===== config.mk =====
export PLATFORM = sky130hd
export DESIGN_NAME = tftp_transfer_sequencer_top
export DESIGN_NICKNAME = d
export VERILOG_FILES = /design/src/rtl/tts_pkg.sv /design/src/rtl/tts_core.sv /design/src/rtl/tts_outq.sv /design/src/rtl/tftp_transfer_sequencer_top.sv
export VERILOG_INCLUDE_DIRS = /design/src /design/src/rtl
export SDC_FILE = /design/constraint.sdc
export NUM_CORES = 1
export LEC_CHECK = 0
export ABC_AREA = 0
export BUFFER_PORTS_ARGS = -buffer_cell sky130_fd_sc_hd__buf_4
export CORE_AREA = 2 2 211 213
export DETAILED_ROUTE_END_ITERATION = 16
export DIE_AREA = 0 0 213 215
export MAX_ROUTING_LAYER = met4
export PLACE_DENSITY = 0.83
export REMOVE_ABC_BUFFERS = 1
export SYNTH_ARGS = -nofsm -noshare
export SYNTH_HDL_FRONTEND = slang
export SYNTH_HIERARCHICAL = 1
export SYNTH_SLANG_ARGS = --single-unit

===== constraint.sdc =====
create_clock -name clk_i -period 10.2 [get_ports clk_i]
set_clock_uncertainty 0.1 [all_clocks]
set_input_delay 1.53 -clock clk_i [delete_from_list [all_inputs] [get_ports clk_i]]
set_output_delay 1.53 -clock clk_i [all_outputs]
set_load 0.005 [all_outputs]

===== src/rtl/tftp_transfer_sequencer_top_defines.svh =====
// ----------------------------------------------------------------------------
// TFTP transfer sequencer assertion macros
// Shared concurrent assertion forms, clocked on clk_i and gated by rst_ni.
// ----------------------------------------------------------------------------
`ifndef TFTP_TRANSFER_SEQUENCER_TOP_DEFINES_SVH
`define TFTP_TRANSFER_SEQUENCER_TOP_DEFINES_SVH

// Check a property that must hold at every rising clock edge.
`define TTS_ASSERT_ALWAYS(label, prop, msg) \
  label: assert property (@(posedge clk_i) disable iff (!rst_ni) (prop)) else $error(msg);

// Check that a condition implies a consequence in the next cycle.
`define TTS_ASSERT_NEXT(label, ante, cons, msg) \
  label: assert property (@(posedge clk_i) disable iff (!rst_ni) (ante) |=> (cons)) \
    else $error(msg);

`endif


===== src/rtl/tts_pkg.sv =====
// ----------------------------------------------------------------------------
// TFTP transfer sequencer package
// Payload types, event and action codes, and shared helper functions.
// ----------------------------------------------------------------------------
package tts_pkg;

  // Event codes carried in the func field
  localparam logic [3:0] FUNC_START     = 4'd0;
  localparam logic [3:0] FUNC_ACK       = 4'd1;
  localparam logic [3:0] FUNC_DATA      = 4'd2;
  localparam logic [3:0] FUNC_TIMEOUT   = 4'd3;
  localparam logic [3:0] FUNC_PEER_ERR  = 4'd4;
  localparam logic [3:0] FUNC_STRANGER  = 4'd5;
  localparam logic [3:0] FUNC_MALFORMED = 4'd6;
  localparam logic [3:0] FUNC_RECV_FAIL = 4'd7;
  localparam logic [3:0] FUNC_WRONG_TYP = 4'd8;
  localparam logic [3:0] FUNC_SHUTDOWN  = 4'd9;

  // Result actions
  localparam logic [2:0] ACT_DATA   = 3'd0;
  localparam logic [2:0] ACT_OACK   = 3'd1;
  localparam logic [2:0] ACT_ACK    = 3'd2;
  localparam logic [2:0] ACT_ERR    = 3'd3;
  localparam logic [2:0] ACT_ACCEPT = 3'd4;
  localparam logic [2:0] ACT_OK     = 3'd5;
  localparam logic [2:0] ACT_FAIL   = 3'd6;

  // Protocol error codes
  localparam logic [2:0] ERR_UNDEF     = 3'd0;
  localparam logic [2:0] ERR_NOT_FOUND = 3'd1;
  localparam logic [2:0] ERR_ACCESS    = 3'd2;
  localparam logic [2:0] ERR_ILLEGAL   = 3'd4;
  localparam logic [2:0] ERR_BAD_TID   = 3'd5;
  localparam logic [2:0] ERR_EXISTS    = 3'd6;

  // Open status codes
  localparam logic [1:0] OPEN_OK        = 2'd0;
  localparam logic [1:0] OPEN_NOT_FOUND = 2'd1;
  localparam logic [1:0] OPEN_ACCESS    = 2'd2;
  localparam logic [1:0] OPEN_EXISTS    = 2'd3;

  // Configuration register indexes
  localparam logic [1:0] CFG_DIRECTION = 2'd0;
  localparam logic [1:0] CFG_BLOCK_SZ  = 2'd1;
  localparam logic [1:0] CFG_OPTIONS   = 2'd2;
  localparam logic [1:0] CFG_FILE_LEN  = 2'd3;

  // Block size limits and last block number
  localparam logic [15:0] BS_MIN    = 16'd8;
  localparam logic [15:0] BS_MAX    = 16'd65464;
  localparam logic [15:0] BLOCK_TOP = 16'hFFFF;

  // Result queue depth and the most results one request can cause
  localparam int unsigned QDEPTH  = 4;
  localparam int unsigned MAX_RES = 3;

  typedef struct packed {
    logic [3:0]  func;
    logic [15:0] block_number;
    logic [15:0] data_length;
    logic [1:0]  open_status;
  } req_t;

  typedef struct packed {
    logic [2:0]  action;
    logic [15:0] out_block;
    logic [15:0] out_length;
    logic [2:0]  error_code;
    logic        last;
  } rsp_t;

  typedef struct packed {
    logic        direction;
    logic [15:0] block_size;
    logic        options_negotiated;
    logic [31:0] file_length;
  } cfg_t;

  // Results of one request, packed for the queue
  typedef struct packed {
    logic [1:0]       num;
    rsp_t [2:0]       item;
  } res_t;

  typedef enum logic [1:0] {
    PH_IDLE,
    PH_READ,
    PH_WRITE,
    PH_DONE
  } phase_e;

  typedef enum logic [1:0] {
    KIND_DATA,
    KIND_OACK,
    KIND_ACK
  } kind_e;

  // Classified outcome of one request
  typedef enum logic [4:0] {
    V_IGNORE,
    V_FAIL_ERR,
    V_FAIL_QUIET,
    V_START_RD_OACK,
    V_START_RD_DATA,
    V_START_WR_OACK,
    V_START_WR_ACK,
    V_ACK_DONE,
    V_ACK_NEXT,
    V_ACK_DUP,
    V_DATA_LAST,
    V_DATA_WRAP,
    V_DATA_NEXT,
    V_DATA_DUP,
    V_RESEND,
    V_TIMEOUT_QUIET,
    V_STRANGER
  } verdict_e;

  function automatic rsp_t mk_item(logic [2:0] act, logic [15:0] blk,
                                   logic [15:0] len, logic [2:0] err);
    rsp_t r;
    r.action     = act;
    r.out_block  = blk;
    r.out_length = len;
    r.error_code = err;
    r.last       = 1'b0;
    return r;
  endfunction

  function automatic logic [2:0] open_err(logic [1:0] st);
    logic [2:0] e;
    unique case (st)
      OPEN_NOT_FOUND: e = ERR_NOT_FOUND;
      OPEN_ACCESS:    e = ERR_ACCESS;
      OPEN_EXISTS:    e = ERR_EXISTS;
      default:        e = ERR_UNDEF;
    endcase
    return e;
  endfunction

  function automatic logic [15:0] clamp_bs(logic [15:0] bs);
    logic [15:0] r;
    if (bs < BS_MIN) begin
      r = BS_MIN;
    end else if (bs > BS_MAX) begin
      r = BS_MAX;
    end else begin
      r = bs;
    end
    return r;
  endfunction

endpackage


===== src/rtl/tts_core.sv =====
// ----------------------------------------------------------------------------
// TFTP transfer sequencer core
// Transfer state and the decision logic that turns one request into results.
// ----------------------------------------------------------------------------
`include "tftp_transfer_sequencer_top_defines.svh"

module tts_core #(
  parameter int unsigned MAX_TRIES = 3
) (
  input  logic          clk_i,
  input  logic          rst_ni,
  input  logic          go_i,
  input  tts_pkg::req_t req_i,
  input  tts_pkg::cfg_t cfg_i,
  output tts_pkg::res_t res_o
);

  localparam int unsigned TW = $clog2(MAX_TRIES + 1);

  tts_pkg::phase_e   phase_q, phase_d;
  tts_pkg::kind_e    kind_q, kind_d;
  tts_pkg::verdict_e verdict;
  logic [15:0] exp_q, exp_d;
  logic [31:0] left_q, left_d;
  logic [15:0] lblk_q, lblk_d;
  logic [15:0] llen_q, llen_d;
  logic        resend_q, resend_d;
  logic [TW-1:0] tcnt_q, tcnt_d;

  logic        active;
  logic [15:0] bs;
  logic [31:0] limit;
  logic        too_long;
  logic [TW-1:0] tinc;
  logic [31:0] left_sub;
  logic [31:0] left_new;
  logic [15:0] next_len;
  logic [15:0] start_len;
  logic [15:0] exp_inc;
  logic [15:0] exp_dec;
  logic [2:0]  err;

  assign active   = (phase_q == tts_pkg::PH_READ) || (phase_q == tts_pkg::PH_WRITE);
  assign bs       = tts_pkg::clamp_bs(cfg_i.block_size);
  // 65535 * bs, formed as bs * 2^16 - bs
  assign limit    = {bs, 16'd0} - {16'd0, bs};
  assign too_long = cfg_i.file_length >= limit;
  assign tinc     = TW'(tcnt_q + 1'b1);
  assign left_sub = ({16'd0, llen_q} <= left_q) ? (left_q - {16'd0, llen_q}) : 32'd0;
  assign left_new = (kind_q == tts_pkg::KIND_DATA) ? left_sub : left_q;
  assign next_len = (left_new < {16'd0, bs}) ? left_new[15:0] : bs;
  assign start_len = (cfg_i.file_length < {16'd0, bs}) ? cfg_i.file_length[15:0] : bs;
  assign exp_inc  = 16'(exp_q + 16'd1);
  assign exp_dec  = 16'(exp_q - 16'd1);

  // Classify the request
  always_comb begin
    verdict = tts_pkg::V_IGNORE;
    err     = tts_pkg::ERR_UNDEF;
    if (req_i.func == tts_pkg::FUNC_START) begin
      if (!active) begin
        if (req_i.open_status != tts_pkg::OPEN_OK) begin
          verdict = tts_pkg::V_FAIL_ERR;
          err     = tts_pkg::open_err(req_i.open_status);
        end else if (!cfg_i.direction) begin
          if (too_long) begin
            verdict = tts_pkg::V_FAIL_ERR;
          end else if (cfg_i.options_negotiated) begin
            verdict = tts_pkg::V_START_RD_OACK;
          end else begin
            verdict = tts_pkg::V_START_RD_DATA;
          end
        end else if (cfg_i.options_negotiated) begin
          verdict = tts_pkg::V_START_WR_OACK;
        end else begin
          verdict = tts_pkg::V_START_WR_ACK;
        end
      end
    end else if (active) begin
      unique case (req_i.func) inside
        tts_pkg::FUNC_ACK: begin
          if (phase_q != tts_pkg::PH_READ) begin
            verdict = tts_pkg::V_FAIL_ERR;
            err     = tts_pkg::ERR_ILLEGAL;
          end else if (req_i.block_number == exp_q) begin
            if ((kind_q == tts_pkg::KIND_DATA) && (llen_q < bs)) begin
              verdict = tts_pkg::V_ACK_DONE;
            end else if (exp_q == tts_pkg::BLOCK_TOP) begin
              verdict = tts_pkg::V_FAIL_ERR;
            end else begin
              verdict = tts_pkg::V_ACK_NEXT;
            end
          end else if (req_i.block_number > exp_q) begin
            verdict = tts_pkg::V_FAIL_ERR;
            err     = tts_pkg::ERR_ILLEGAL;
          end else begin
            verdict = tts_pkg::V_ACK_DUP;
          end
        end
        tts_pkg::FUNC_DATA: begin
          if (phase_q != tts_pkg::PH_WRITE) begin
            verdict = tts_pkg::V_FAIL_ERR;
            err     = tts_pkg::ERR_ILLEGAL;
          end else if (req_i.block_number == exp_q) begin
            if (req_i.data_length < bs) begin
              verdict = tts_pkg::V_DATA_LAST;
            end else if (exp_q == tts_pkg::BLOCK_TOP) begin
              verdict = tts_pkg::V_DATA_WRAP;
            end else begin
              verdict = tts_pkg::V_DATA_NEXT;
            end
          end else if (req_i.block_number > exp_q) begin
            verdict = tts_pkg::V_FAIL_ERR;
            err     = tts_pkg::ERR_ILLEGAL;
          end else begin
            verdict = tts_pkg::V_DATA_DUP;
          end
        end
        tts_pkg::FUNC_TIMEOUT: begin
          if (tinc >= TW'(MAX_TRIES)) begin
            verdict = tts_pkg::V_FAIL_ERR;
          end else if (resend_q) begin
            verdict = tts_pkg::V_RESEND;
          end else begin
            verdict = tts_pkg::V_TIMEOUT_QUIET;
          end
        end
        tts_pkg::FUNC_PEER_ERR: verdict = tts_pkg::V_FAIL_QUIET;
        tts_pkg::FUNC_STRANGER: verdict = tts_pkg::V_STRANGER;
        tts_pkg::FUNC_MALFORMED, tts_pkg::FUNC_WRONG_TYP: begin
          verdict = tts_pkg::V_FAIL_ERR;
          err     = tts_pkg::ERR_ILLEGAL;
        end
        tts_pkg::FUNC_RECV_FAIL, tts_pkg::FUNC_SHUTDOWN: verdict = tts_pkg::V_FAIL_ERR;
        default: verdict = tts_pkg::V_IGNORE;
      endcase
    end
  end

  // Next state
  always_comb begin
    phase_d  = phase_q;
    kind_d   = kind_q;
    exp_d    = exp_q;
    left_d   = left_q;
    lblk_d   = lblk_q;
    llen_d   = llen_q;
    resend_d = resend_q;
    tcnt_d   = tcnt_q;
    unique case (verdict)
      tts_pkg::V_FAIL_ERR, tts_pkg::V_FAIL_QUIET, tts_pkg::V_DATA_WRAP: begin
        phase_d = tts_pkg::PH_DONE;
      end
      tts_pkg::V_START_RD_OACK, tts_pkg::V_START_RD_DATA: begin
        phase_d  = tts_pkg::PH_READ;
        left_d   = cfg_i.file_length;
        tcnt_d   = '0;
        resend_d = 1'b1;
        if (verdict == tts_pkg::V_START_RD_OACK) begin
          exp_d  = 16'd0;
          kind_d = tts_pkg::KIND_OACK;
          lblk_d = 16'd0;
          llen_d = 16'd0;
        end else begin
          exp_d  = 16'd1;
          kind_d = tts_pkg::KIND_DATA;
          lblk_d = 16'd1;
          llen_d = start_len;
        end
      end
      tts_pkg::V_START_WR_OACK, tts_pkg::V_START_WR_ACK: begin
        phase_d  = tts_pkg::PH_WRITE;
        exp_d    = 16'd1;
        tcnt_d   = '0;
        resend_d = 1'b1;
        kind_d   = (verdict == tts_pkg::V_START_WR_OACK) ? tts_pkg::KIND_OACK
                                                         : tts_pkg::KIND_ACK;
        lblk_d   = 16'd0;
        llen_d   = 16'd0;
      end
      tts_pkg::V_ACK_DONE: phase_d = tts_pkg::PH_DONE;
      tts_pkg::V_ACK_NEXT: begin
        tcnt_d   = '0;
        resend_d = 1'b1;
        left_d   = left_new;
        exp_d    = exp_inc;
        kind_d   = tts_pkg::KIND_DATA;
        lblk_d   = exp_inc;
        llen_d   = next_len;
      end
      tts_pkg::V_ACK_DUP: begin
        tcnt_d   = '0;
        resend_d = 1'b0;
      end
      tts_pkg::V_DATA_LAST: begin
        phase_d = tts_pkg::PH_DONE;
        kind_d  = tts_pkg::KIND_ACK;
        lblk_d  = req_i.block_number;
        llen_d  = 16'd0;
      end
      tts_pkg::V_DATA_NEXT: begin
        tcnt_d = '0;
        exp_d  = exp_inc;
        kind_d = tts_pkg::KIND_ACK;
        lblk_d = req_i.block_number;
        llen_d = 16'd0;
      end
      tts_pkg::V_DATA_DUP: begin
        tcnt_d = '0;
        kind_d = tts_pkg::KIND_ACK;
        lblk_d = exp_dec;
        llen_d = 16'd0;
      end
      tts_pkg::V_RESEND, tts_pkg::V_TIMEOUT_QUIET: tcnt_d = tinc;
      default: ;
    endcase
  end

  // Result items
  always_comb begin
    res_o.num  = 2'd0;
    res_o.item = '0;
    unique case (verdict)
      tts_pkg::V_FAIL_ERR: begin
        res_o.num     = 2'd2;
        res_o.item[0] = tts_pkg::mk_item(tts_pkg::ACT_ERR, 16'd0, 16'd0, err);
        res_o.item[1] = tts_pkg::mk_item(tts_pkg::ACT_FAIL, 16'd0, 16'd0, tts_pkg::ERR_UNDEF);
      end
      tts_pkg::V_FAIL_QUIET: begin
        res_o.num     = 2'd1;
        res_o.item[0] = tts_pkg::mk_item(tts_pkg::ACT_FAIL, 16'd0, 16'd0, tts_pkg::ERR_UNDEF);
      end
      tts_pkg::V_START_RD_OACK, tts_pkg::V_START_WR_OACK: begin
        res_o.num     = 2'd1;
        res_o.item[0] = tts_pkg::mk_item(tts_pkg::ACT_OACK, 16'd0, 16'd0, tts_pkg::ERR_UNDEF);
      end
      tts_pkg::V_START_RD_DATA: begin
        res_o.num     = 2'd1;
        res_o.item[0] = tts_pkg::mk_item(tts_pkg::ACT_DATA, 16'd1, start_len,
                                         tts_pkg::ERR_UNDEF);
      end
      tts_pkg::V_START_WR_ACK: begin
        res_o.num     = 2'd1;
        res_o.item[0] = tts_pkg::mk_item(tts_pkg::ACT_ACK, 16'd0, 16'd0, tts_pkg::ERR_UNDEF);
      end
      tts_pkg::V_ACK_DONE: begin
        res_o.num     = 2'd1;
        res_o.item[0] = tts_pkg::mk_item(tts_pkg::ACT_OK, 16'd0, 16'd0, tts_pkg::ERR_UNDEF);
      end
      tts_pkg::V_ACK_NEXT: begin
        res_o.num     = 2'd1;
        res_o.item[0] = tts_pkg::mk_item(tts_pkg::ACT_DATA, exp_inc, next_len,
                                         tts_pkg::ERR_UNDEF);
      end
      tts_pkg::V_DATA_LAST, tts_pkg::V_DATA_WRAP, tts_pkg::V_DATA_NEXT: begin
        res_o.item[0] = tts_pkg::mk_item(tts_pkg::ACT_ACCEPT, req_i.block_number,
                                         req_i.data_length, tts_pkg::ERR_UNDEF);
        if (verdict == tts_pkg::V_DATA_WRAP) begin
          res_o.num     = 2'd3;
          res_o.item[1] = tts_pkg::mk_item(tts_pkg::ACT_ERR, 16'd0, 16'd0, tts_pkg::ERR_UNDEF);
          res_o.item[2] = tts_pkg::mk_item(tts_pkg::ACT_FAIL, 16'd0, 16'd0,
                                           tts_pkg::ERR_UNDEF);
        end else begin
          res_o.num     = (verdict == tts_pkg::V_DATA_LAST) ? 2'd3 : 2'd2;
          res_o.item[1] = tts_pkg::mk_item(tts_pkg::ACT_ACK, req_i.block_number, 16'd0,
                                           tts_pkg::ERR_UNDEF);
          res_o.item[2] = tts_pkg::mk_item(tts_pkg::ACT_OK, 16'd0, 16'd0, tts_pkg::ERR_UNDEF);
        end
      end
      tts_pkg::V_DATA_DUP: begin
        res_o.num     = 2'd1;
        res_o.item[0] = tts_pkg::mk_item(tts_pkg::ACT_ACK, exp_dec, 16'd0, tts_pkg::ERR_UNDEF);
      end
      tts_pkg::V_RESEND: begin
        res_o.num = 2'd1;
        case (kind_q)
          tts_pkg::KIND_DATA: res_o.item[0] = tts_pkg::mk_item(tts_pkg::ACT_DATA, lblk_q,
                                                               llen_q, tts_pkg::ERR_UNDEF);
          tts_pkg::KIND_OACK: res_o.item[0] = tts_pkg::mk_item(tts_pkg::ACT_OACK, 16'd0,
                                                               16'd0, tts_pkg::ERR_UNDEF);
          default:            res_o.item[0] = tts_pkg::mk_item(tts_pkg::ACT_ACK, lblk_q,
                                                               16'd0, tts_pkg::ERR_UNDEF);
        endcase
      end
      tts_pkg::V_STRANGER: begin
        res_o.num     = 2'd1;
        res_o.item[0] = tts_pkg::mk_item(tts_pkg::ACT_ERR, 16'd0, 16'd0, tts_pkg::ERR_BAD_TID);
      end
      default: ;
    endcase
    // Mark the final result of this request
    case (res_o.num)
      2'd1:    res_o.item[0].last = 1'b1;
      2'd2:    res_o.item[1].last = 1'b1;
      2'd3:    res_o.item[2].last = 1'b1;
      default: ;
    endcase
  end

  always_ff @(posedge clk_i or negedge rst_ni) begin
    if (!rst_ni) begin
      phase_q  <= tts_pkg::PH_IDLE;
      kind_q   <= tts_pkg::KIND_DATA;
      exp_q    <= 16'd0;
      left_q   <= 32'd0;
      lblk_q   <= 16'd0;
      llen_q   <= 16'd0;
      resend_q <= 1'b1;
      tcnt_q   <= '0;
    end else if (go_i) begin
      phase_q  <= phase_d;
      kind_q   <= kind_d;
      exp_q    <= exp_d;
      left_q   <= left_d;
      lblk_q   <= lblk_d;
      llen_q   <= llen_d;
      resend_q <= resend_d;
      tcnt_q   <= tcnt_d;
    end
  end

  `TTS_ASSERT_NEXT(a_fail_ends_transfer, go_i && ((res_o.item[0].action == tts_pkg::ACT_FAIL) || (res_o.item[1].action == tts_pkg::ACT_FAIL) || (res_o.item[2].action == tts_pkg::ACT_FAIL)), phase_q == tts_pkg::PH_DONE, "failure did not end the transfer")
  `TTS_ASSERT_ALWAYS(a_tries_bounded, !active || (tcnt_q < TW'(MAX_TRIES)), "timeout count reached limit while active")

endmodule


===== src/rtl/tts_outq.sv =====
// ----------------------------------------------------------------------------
// TFTP transfer sequencer result queue
// Takes up to three results per cycle, hands one per cycle out while ready.
// ----------------------------------------------------------------------------
`include "tftp_transfer_sequencer_top_defines.svh"

module tts_outq (
  input  logic          clk_i,
  input  logic          rst_ni,
  input  logic          push_i,
  input  tts_pkg::res_t res_i,
  output logic          room_o,
  output logic          valid_o,
  input  logic          ready_i,
  output tts_pkg::rsp_t rsp_o
);

  localparam int unsigned PW = $clog2(tts_pkg::QDEPTH);
  localparam int unsigned CW = $clog2(tts_pkg::QDEPTH + 1);

  tts_pkg::rsp_t mem_q [tts_pkg::QDEPTH];
  logic [PW-1:0] wr_q, wr_d;
  logic [PW-1:0] rd_q, rd_d;
  logic [CW-1:0] cnt_q, cnt_d;
  logic [CW-1:0] push_n;
  logic          pop;

  assign push_n  = push_i ? CW'(res_i.num) : '0;
  assign pop     = valid_o && ready_i;
  assign valid_o = cnt_q != '0;
  assign rsp_o   = mem_q[rd_q];
  // Room for a whole request's results, judged from registered count only
  assign room_o  = cnt_q <= CW'(tts_pkg::QDEPTH - tts_pkg::MAX_RES);

  assign wr_d  = PW'(wr_q + push_n[PW-1:0]);
  assign rd_d  = pop ? PW'(rd_q + 1'b1) : rd_q;
  assign cnt_d = CW'(cnt_q + push_n - CW'(pop));

  always_ff @(posedge clk_i or negedge rst_ni) begin
    if (!rst_ni) begin
      wr_q  <= '0;
      rd_q  <= '0;
      cnt_q <= '0;
    end else begin
      wr_q  <= wr_d;
      rd_q  <= rd_d;
      cnt_q <= cnt_d;
    end
  end

  always_ff @(posedge clk_i) begin
    for (int k = 0; k < tts_pkg::MAX_RES; k++) begin
      if (CW'(k) < push_n) begin
        mem_q[PW'(wr_q + PW'(k))] <= res_i.item[k];
      end
    end
  end

  `TTS_ASSERT_ALWAYS(a_push_fits, (push_n == '0) || (cnt_q <= CW'(tts_pkg::QDEPTH - tts_pkg::MAX_RES)), "result queue overflow")
  `TTS_ASSERT_NEXT(a_count_tracks, 1'b1, cnt_q == CW'($past(cnt_q) + $past(push_n) - CW'($past(pop))), "result queue count mismatch")

endmodule


===== src/rtl/tftp_transfer_sequencer_top.sv =====
// Flow: a request reaches the input register on acceptance; once the queue has room, its
//   results are decided and queued, and the first result is shown from the queue registers.
// Throughput: one request per cycle while the result queue has room for three results;
//   the queue drains one result per cycle while out_ready_i is high, so requests with
//   three results are held back by the single output port of the queue.
// Reset: asynchronous, active low; the transfer goes idle, control registers take defaults.
// ----------------------------------------------------------------------------
// TFTP transfer sequencer
// Server side of one lock-step TFTP read or write transfer: takes packet events,
// emits send, accept and finish actions.
// ----------------------------------------------------------------------------
module tftp_transfer_sequencer_top #(
  parameter int unsigned MAX_TRIES = 3
) (
  input  logic          clk_i,
  input  logic          rst_ni,
  // Event requests
  input  logic          in_valid_i,
  output logic          in_ready_o,
  input  tts_pkg::req_t in_req_i,
  // Result stream
  output logic          out_valid_o,
  input  logic          out_ready_i,
  output tts_pkg::rsp_t out_rsp_o,
  // Configuration writes
  input  logic          cfg_valid_i,
  output logic          cfg_ready_o,
  input  logic [1:0]    cfg_index_i,
  input  logic [31:0]   cfg_data_i
);

  // Configuration registers
  tts_pkg::cfg_t cfg_q, cfg_d;

  // Input register: holds one request until the core has taken it
  tts_pkg::req_t req_q;
  logic          req_vld_q, req_vld_d;
  logic          in_acc;
  logic          go;
  logic          room;
  tts_pkg::res_t res;

  // Configuration is always writable
  assign cfg_ready_o = 1'b1;

  always_comb begin
    cfg_d = cfg_q;
    if (cfg_valid_i) begin
      unique case (cfg_index_i)
        tts_pkg::CFG_DIRECTION: cfg_d.direction          = cfg_data_i[0];
        tts_pkg::CFG_BLOCK_SZ:  cfg_d.block_size         = cfg_data_i[15:0];
        tts_pkg::CFG_OPTIONS:   cfg_d.options_negotiated = cfg_data_i[0];
        tts_pkg::CFG_FILE_LEN:  cfg_d.file_length        = cfg_data_i;
        default: ;
      endcase
    end
  end

  always_ff @(posedge clk_i or negedge rst_ni) begin
    if (!rst_ni) begin
      cfg_q.direction          <= 1'b0;
      cfg_q.block_size         <= 16'd512;
      cfg_q.options_negotiated <= 1'b0;
      cfg_q.file_length        <= 32'd0;
    end else begin
      cfg_q <= cfg_d;
    end
  end

  // Advance the held request into the core whenever the queue can take its
  // results; refill the input register in the same cycle.
  assign go         = req_vld_q && room;
  assign in_ready_o = !req_vld_q || go;
  assign in_acc     = in_valid_i && in_ready_o;
  assign req_vld_d  = in_acc ? 1'b1 : (go ? 1'b0 : req_vld_q);

  always_ff @(posedge clk_i or negedge rst_ni) begin
    if (!rst_ni) begin
      req_vld_q <= 1'b0;
    end else begin
      req_vld_q <= req_vld_d;
    end
  end

  // Payload needs no reset
  always_ff @(posedge clk_i) begin
    if (in_acc) begin
      req_q <= in_req_i;
    end
  end

  // Decide results and update transfer state
  tts_core #(
    .MAX_TRIES (MAX_TRIES)
  ) u_core (
    .clk_i  (clk_i),
    .rst_ni (rst_ni),
    .go_i   (go),
    .req_i  (req_q),
    .cfg_i  (cfg_q),
    .res_o  (res)
  );

  // Queue results and hand them out one per cycle while out_ready_i is high
  tts_outq u_outq (
    .clk_i   (clk_i),
    .rst_ni  (rst_ni),
    .push_i  (go),
    .res_i   (res),
    .room_o  (room),
    .valid_o (out_valid_o),
    .ready_i (out_ready_i),
    .rsp_o   (out_rsp_o)
  );

endmodule


==> results.json <==
{
  "rrSetupSlack_ps": 1030,
  "syn_avg_cell_area_um2": 10.8,
  "grt_pass1_wl_um": 115000,
  "vdd_drop_max_uv": 127,
  "hold_violations": 0,
  "first_iter_violations": 2515,
  "post_cts_resized": 0,
  "die_h_um": 215,
  "power_frac_seq_pct": 31.2,
  "cts_sinks": 339,
  "worstPathRequired_ps": 10420,
  "drc": 0,
  "drv_cap": 0,
  "cp_max_fo": 22,
  "initial_core_util_pct": 56.1,
  "critical_path.endpoint": "u_outq/mem_q[0][29]$_DFFE_PP_",
  "area_growth_pct": 9.94,
  "place_ws_ps": 1450,
  "drive_gt1_share_pct": 27.4,
  "final_cell_mix": "307 x mux2_2, 194 x edfxtp_1, 153 x nand2_1",
  "synthFlopType": "edfxtp_1",
  "cts_tree": "built",
  "wl_met3_um": 6860,
  "outcome": "completed",
  "max_slew_margin_pct": 13.6,
  "combPwrFrac_pct": 46.3,
  "report.final.setup_viol": 0,
  "htreeDepth": 2,
  "grt_pass1_vias": 18800,
  "antenna_found_initial": 0,
  "clockRootBuffer": "clkbuf_16",
  "grt_max_degree": 81,
  "p_leak_uw": 0.0115,
  "setup_tns_ps": 0,
  "rr_startpoint": "cfg_q[45]$_DFFE_PN0P_",
  "place_inst": 2889,
  "syn_inst": 2272,
  "totalWireLength_um": 75200,
  "grt-ovfl-total": 0,
  "ctsHoldBuffers": 0,
  "drv_slew": 0,
  "p_per_area_mw_per_mm2": 242,
  "place.gp.congestion": 0.997,
  "fillers": 3428,
  "yosysWarnings": 6,
  "reg2reg_to": "u_outq/mem_q[0][29]$_DFFE_PP_",
  "fmaxAchievable_mhz": 109,
  "fin_util_pct": 61.7,
  "clock_latency_ps": 590,
  "async_reset_ff_share_pct": 42.8,
  "wl_met2_um": 34200,
  "core_area_mm2": 0.0436,
  "port_buffers": 117,
  "setup.worst_path.start": "cfg_q[45]$_DFFE_PN0P_",
  "ys_seq_area_share_pct": 38.6,
  "slowest_delay_ps": 800,
  "p_clk_share_pct": 22.5,
  "die_w_um": 213,
  "start_kind": "flip-flop",
  "clock_path_buffers": 3,
  "timing.final.crit_share_pct": 89.9,
  "antennaDiodeCount": 0,
  "end_kind": "flip-flop",
  "clk_pin_slew_ps": 60,
  "nNetsFinal": 2553,
  "post_cts_buffers": 0,
  "ioPinCount": 119,
  "final_common_cell": "mux2_2",
  "ant_nets": 0,
  "rsz0062_at_grt": "false",
  "crit_type": "flip-flop to flip-flop",
  "wl_met1_um": 31800,
  "worst_slew_pin_slew_ps": 1280,
  "grt_util_all_layers_pct": 33.9,
  "synth_area_mm2": 0.0245,
  "synth_seq_cells": 339,
  "synth_edf_count": 194,
  "instances_no_fill": 2961,
  "drt_pre_antenna_iters": 8,
  "wl_per_cell_um": 25.4,
  "cp_slowest_cell": "nand3b_1",
  "hold_start": "u_core/lblk_q[8]$_DFFE_PN0P_",
  "synth_cell_types": 93,
  "sw_frac_of_total_pct": 40.9,
  "setup_slack_ps": 1030,
  "numCtsBuffers": 40,
  "rr_worst_depth": 25,
  "period_needed_ps": 9170,
  "vias": 19400,
  "p_switching_uw": 2660,
  "min_path_type": "flip-flop to flip-flop",
  "worstPathArrival_ps": 9390,
  "highest_layer": "met4",
  "finalPower_uw": 6510,
  "vias_per_cell": 6.57,
  "die_area_mm2": 0.0458,
  "dp_hpwl_um": 52500,
  "p_int_uw": 3850,
  "rows": 77
}
==> power groups by stage <==
stage               combinational, µW  sequential [µW]  clock [µW]
floorplan                        1970             1950           0
global placement                 2850             2040           0
detailed placement               2910             2050           0
CTS                              2940             2020        1480
global route                     3260             2060        1540
finish                           3010             2030        1460
==> critical path, delay by kind of cell, from the launching register on <==
| kind | cells | cell delay, ps |
|---|---|---|
| simple gates | 11 | 4400 |
| compound gates | 8 | 2210 |
| xor+xnor | 1 | 170 |
| flops | 1 | 480 |
| buf+inv | 3 | 900 |
| mux | 1 | 330 |
| fa+ha+maj | 1 | 290 |
==> worst min-delay path by stage <==
stage                                              end  slack (ps)  cells past startpoint
after floorplan           u_core/lblk_q[0]$_DFFE_PN0P_         350                      2
after global placement    u_core/lblk_q[1]$_DFFE_PN0P_         370                      2
after detailed placement  u_core/lblk_q[9]$_DFFE_PN0P_         380                      2
after CTS                 u_core/lblk_q[9]$_DFFE_PN0P_         390                      2
after global routing      u_core/tcnt_q[1]$_DFFE_PN0P_         410                      1
final                     u_core/lblk_q[8]$_DFFE_PN0P_         390                      2
==> through the flow <==
step           instance area, µm²  hold slack (ps)
6_report                    26900              392
5_1_grt                     26900              407
4_1_cts                     26900              391
3_5_place_dp                25600              377
3_3_place_gp                25600              366
2_1_floorplan               23600              349
==> cells by family after synthesis <==
| group | Yosys count | synth area share [%] |
|---|---|---|
| buf+inv | 275 | 5.86 |
| flops | 339 | 38.6 |
| fa+ha+maj | 137 | 7.06 |
| compound gates | 480 | 12.9 |
| mux | 422 | 21.9 |
| other cells | 2 | 0.0307 |
| xor+xnor | 49 | 1.75 |
| simple gates | 568 | 11.9 |
==> cell usage after synthesis (22+ instances only) <==
master,number,area (µm²)
o21ai_0,78,390
inv_1,93,349
buf_2,37,185
ha_1,135,1690
and3_1,29,181
a31oi_1,29,181
clkbuf_1,58,218
a21oi_1,125,626
nor3_1,28,140
mux2_4,50,751
a211oi_1,25,188
mux4_2,39,878
buf_4,63,473
nand4_1,35,219
nand2_1,156,586
nand3_1,60,300
nand2b_1,22,138
nor2_1,118,443
o21ai_1,31,155
dfrtp_1,143,3580
edfxtp_1,194,5830
nor4_1,29,181
xnor2_1,37,324
mux2_2,307,3460
==> metal layers <==
layer	global-route usage [%]	vias up
met1	47.7	9546
li1	-	8673
met5	-	-
met4	10.1	0
met3	5.55	149
met2	50.5	1078
==> flip-flops by register name (all words and copies together) (netlist names), 2 cells and up <==
register        cells
cfg_q              50
req_q              38
u_core/exp_q       16
u_core/kind_q       2
u_core/lblk_q      16
u_core/left_q      32
u_core/llen_q      16
u_core/phase_q      2
u_core/tcnt_q       2
u_outq/cnt_q        3
u_outq/mem_q      156
u_outq/rd_q         2
u_outq/wr_q         2
==> cell type report <==
| type | count | area [µm²] | share of cell area (%) |
|---|---|---|---|
| Clock buffer | 52 | 1100 | 4.08 |
| Clock inverter | 20 | 218 | 0.809 |
| Inverter | 95 | 357 | 1.33 |
| Multi-Input combinational cell | 1711 | 13900 | 51.6 |
| Sequential cell | 339 | 9460 | 35.1 |
| Tap cell | 592 | 741 | 2.75 |
| Timing Repair Buffer | 152 | 1140 | 4.25 |
Note: power is estimated with default switching activity, not from simulation.
